## config.mk

```make
export PLATFORM = sky130hd
export DESIGN_NAME = chr_hash
export DESIGN_NICKNAME = d
export VERILOG_FILES = /design/src/chained_hash_size_registry_macros.svh /design/src/chr_pkg.sv /design/src/chr_hash.sv
export SDC_FILE = /design/constraint.sdc
export NUM_CORES = 1
export LEC_CHECK = 0
export ABC_AREA = 1
export BUFFER_PORTS_ARGS = -buffer_cell sky130_fd_sc_hd__buf_2
export CAP_MARGIN = 40
export CORE_MARGIN = 8
export CORE_UTILIZATION = 40
export DETAILED_ROUTE_END_ITERATION = 7
export SYNTH_ARGS = -nofsm -noshare
export SYNTH_HDL_FRONTEND = slang
export SYNTH_SLANG_ARGS = --single-unit
```

## constraint.sdc

```tcl
create_clock -name clk -period 15.1 [get_ports clk]
set_input_delay 0.755 -clock clk [delete_from_list [all_inputs] [get_ports clk]]
set_output_delay 0.755 -clock clk [all_outputs]
set_load 0.02 [all_outputs]
```

## src/chained_hash_size_registry_macros.svh

```systemverilog
// Assertion macros for the chained hash size registry.
// Used by the top level; expects clk and arst_n in scope.
`ifndef CHAINED_HASH_SIZE_REGISTRY_MACROS_SVH
`define CHAINED_HASH_SIZE_REGISTRY_MACROS_SVH

// Consequent checked in the same cycle as the antecedent.
`define CHR_ASSERT_NOW(label, ante, cons, msg) \
	label: assert property (@(posedge clk) disable iff (!arst_n) (ante) |-> (cons)) \
		else $error(msg);

// Consequent checked in the cycle after the antecedent.
`define CHR_ASSERT_NEXT(label, ante, cons, msg) \
	label: assert property (@(posedge clk) disable iff (!arst_n) (ante) |=> (cons)) \
		else $error(msg);

`endif

```

## src/chr_pkg.sv

```systemverilog
// Shared constants, codes and the entry record type of the hash size registry.
// No dependencies.
`timescale 1ns / 1ps

package chr_pkg;

	localparam int DEF_MAX_ENTRIES  = 8192;
	localparam int DEF_BUCKET_COUNT = 16384;

	localparam logic [31:0] HASH_MULT = 32'h9e3779b1;
	localparam int HASH_SHIFT_IN  = 4;
	localparam int HASH_SHIFT_MIX = 17;
	localparam int HASH_SHIFT_OUT = 16;

	localparam int OP_W      = 3;
	localparam int STATUS_W  = 3;
	localparam int REMOVED_W = 14;

	localparam logic [OP_W-1:0] OP_REGISTER    = 3'd0;
	localparam logic [OP_W-1:0] OP_LOOKUP      = 3'd1;
	localparam logic [OP_W-1:0] OP_REMOVE_KEY  = 3'd2;
	localparam logic [OP_W-1:0] OP_REMOVE_HEAP = 3'd3;
	localparam logic [OP_W-1:0] OP_CLEAR       = 3'd4;

	localparam logic [STATUS_W-1:0] STAT_INSERTED  = 3'd0;
	localparam logic [STATUS_W-1:0] STAT_UPDATED   = 3'd1;
	localparam logic [STATUS_W-1:0] STAT_DROPPED   = 3'd2;
	localparam logic [STATUS_W-1:0] STAT_IGNORED   = 3'd3;
	localparam logic [STATUS_W-1:0] STAT_FOUND     = 3'd4;
	localparam logic [STATUS_W-1:0] STAT_NOT_FOUND = 3'd5;
	localparam logic [STATUS_W-1:0] STAT_REMOVED   = 3'd6;
	localparam logic [STATUS_W-1:0] STAT_CLEARED   = 3'd7;

	typedef struct packed {
		logic [31:0] tag;
		logic [31:0] heap;
		logic [31:0] size;
		logic [63:0] addr_key;
	} rec_t;

endpackage

```

## src/chr_hash.sv

```systemverilog
// Bucket hash of a 64-bit key: shift, xor, multiply, xor, then mask.
// Depends on chr_pkg. One register after the multiplier.
`timescale 1ns / 1ps

module chr_hash #(
	parameter int BUCKET_COUNT = chr_pkg::DEF_BUCKET_COUNT
) (
	input  logic                            clk,
	input  logic [63:0]                     key,
	output logic [$clog2(BUCKET_COUNT)-1:0] bucket
);

	localparam int BK_W = $clog2(BUCKET_COUNT);
	localparam int HW   = BK_W + chr_pkg::HASH_SHIFT_OUT;

	logic [63:0]   mixed;
	logic [HW-1:0] prod_full;
	logic [HW-1:0] prod_q;

	assign mixed = (key >> chr_pkg::HASH_SHIFT_IN)
		^ (key >> (chr_pkg::HASH_SHIFT_IN + chr_pkg::HASH_SHIFT_MIX));
	assign prod_full = mixed[HW-1:0] * HW'(chr_pkg::HASH_MULT);

	always_ff @(posedge clk) begin
		prod_q <= prod_full;
	end

	assign bucket = prod_q[BK_W-1:0] ^ prod_q[HW-1:chr_pkg::HASH_SHIFT_OUT];

endmodule

```

==> metrics <==
Clk pin slew, worst setup/hold paths=70 ps; final WL=23510 um; Num CTS Buffers=3; CTS tree=yes; max reg flops=28; status=finished, final reports clean; Fin Setup TNS=0 ps; synth warn=0; drt wl/cell=15.78 um; final std cells w/o fill=1490; Rel. slew slack=49.59%; post-CTS setup buffers=0; post-synthesis compound-gate area fraction=3.350%; CP endpoint kind=flip-flop; Yosys reg bits=28; syn_nets=roughly 1500; Final setup viols=0; Total GRT Usage=17.14%; Final Cycle Share=50.18%; type of origin of the critical path=input pin; CTS Hold Bufs=0; number of max-cap violations=0; Mapped Area=0.009524 mm2; unrepaired setup endpoints after global routing=no; Syn-to-layout area delta=9.366%; pre-CTS setup slack=7278 ps; Buf/Inv on CP=9; slowest cell delay on critical path=a little over 700 ps; WP data arrival=around 7700 ps; vias in the first global route=~7200; post-CTS sizing=0; largest net degree at the start of global routing=17; starting density of the core=40.70%; largest family of logic cells by synthesized area=adder cells; most used flip-flop cell after synthesis=dfxtp_1; commonest non-fill, non-tap cell in the layout=inv_1; antenna violations before repair=0; register area=between 500 and 600 um2; Worst Slack Setup Final=7522 ps; crit path kind=in -> reg; Nets=1579; multiplexer share of the synthesized area=0%; root buf cell=clkbuf_16; DRC=0; Worst-Margin Slew=750.8 ps; Max stage delay cell, worst path=fa_1; largest registers=prod_q x28; CP endpoint=prod_q[29]$_DFF_P_; layout cell share with drive strength beyond 1=roughly a tenth; DR iter-0 viols=224; DR vias/cell=4.524; Placer Congestion=0.8963; Ports=79; post-synthesis sequential area ratio=5.885%; number of library cell types mapped by synthesis=39; Top delay family on crit path=adder cells; H-tree levels=1; hpwl dp=21790 um; Hold Path Class=in -> reg; multi-input logic area=0.007557 mm2; post-synthesis xor/xnor area fraction=7.331%; Achievable Freq=roughly 130 MHz; first-pass GRT wire length=38090 um; Die W=roughly 170 um; CP Launch Point=key[21]; n_diodes=0; Die Height=170.3 um; drt pass-1 iters=4; clk buf depth=2; full die area=0.02900 mm2; Post-synth EDFFs=0; commonest cells after routing, fill and taps aside=368 x inv_1, 173 x ha_1, 169 x fa_1, 129 x nand2_1, 61 x buf_2; FP Rows=56; syn avg cell area=8.698 um2; Synth Area in Simple Gates=10.42%; antenna viol nets, final=0; Req. time, crit path=15250 ps; most flop-heavy register=prod_q; Max Fanout on Critical Path=10; Sinks on Clock Net=28; Core Area=between 0.02 and 0.025 mm2; via count=6741; Placed Cells incl. Taps=1486; cells after synthesis=between 1000 and 1500; Max Slew Vio Count=0; port buffer count=61; fillers=2416; aggregate global routing overflow=0; post-synthesis adder-cell area fraction=58.25%; Final Hold Viols=0; CP Depth=26; asr flop ratio synth=0%; Period minus WS final=7578 ps
## cells in the mapped netlist (2+ instances only)
cell type	n	share of area, %
nand3_2	6	0.63
fa_1	169	36
a21o_1	3	0.24
a21oi_1	21	1.1
nor2_2	2	0.13
xor2_1	45	4.1
nand2_2	11	0.72
nand2_4	2	0.24
nand3_1	22	1.2
xnor2_1	31	2.9
o21ai_2	3	0.28
o21bai_1	2	0.16
dfxtp_1	28	5.9
nor3_1	5	0.26
nor4_1	2	0.13
o21ai_0	9	0.47
inv_2	5	0.20
nand3b_1	4	0.32
nor2_1	32	1.3
nand2_1	129	5.1
inv_1	368	15
or2_2	4	0.26
o21a_1	4	0.32
ha_1	173	23
## through the flow
step                      cell area [um2]  utilization (%)  hold slack, ps
after detailed placement            10310            44.06            1165
after CTS                           10420            44.51           885.2
after floorplan                      9524                -           963.7
final                               10420            44.51           886.0
after global routing                10420            44.51           898.4
after global placement              10300            44.03            1157
## cell families after synthesis
group	Yosys count
AOI/OAI and AO/OA	51
xor gates and xnor gates	78
adders and majority gates	342
buffers and inverters	374
DFF	28
and+or+nand+nor	222
## per-layer routing
layer / global-route usage, % / share of wire, % / up-vias / routed length [um]
li1: - / - / 3352 / -
met4: 2.784 / 1.5 / 0 / 348
met3: 1.112 / 3.1 / 16 / 731
met2: 31.00 / 50 / 106 / 11810
met5: 0 / 0 / - / 0
met1: 22.44 / 45 / 3267 / 10620
## final cells by class
type / instances / share of cell area, %
multi-input cells: 693 / 72.55
inverters: 374 / 13.50
flip-flops and latches: 28 / 5.381
well taps: 319 / 3.832
repair buffers: 72 / 3.724
clock buffers: 3 / 0.7207
clock inverters: 1 / 0.2883
## worst min-delay path by stage
stage	end	start	slack, ps	depth (start not counted)
after floorplan	prod_q[2]$_DFF_P_	key[6]	960	1
after global placement	prod_q[2]$_DFF_P_	key[6]	1160	3
after detailed placement	prod_q[2]$_DFF_P_	key[6]	1170	3
after CTS	prod_q[2]$_DFF_P_	key[6]	890	3
after global routing	prod_q[2]$_DFF_P_	key[6]	900	3
final	prod_q[2]$_DFF_P_	key[6]	890	3
Power is left out: the tool's default activity adds up to more than one toggle a clock period on the data nets, which glitch-free logic cannot reach.
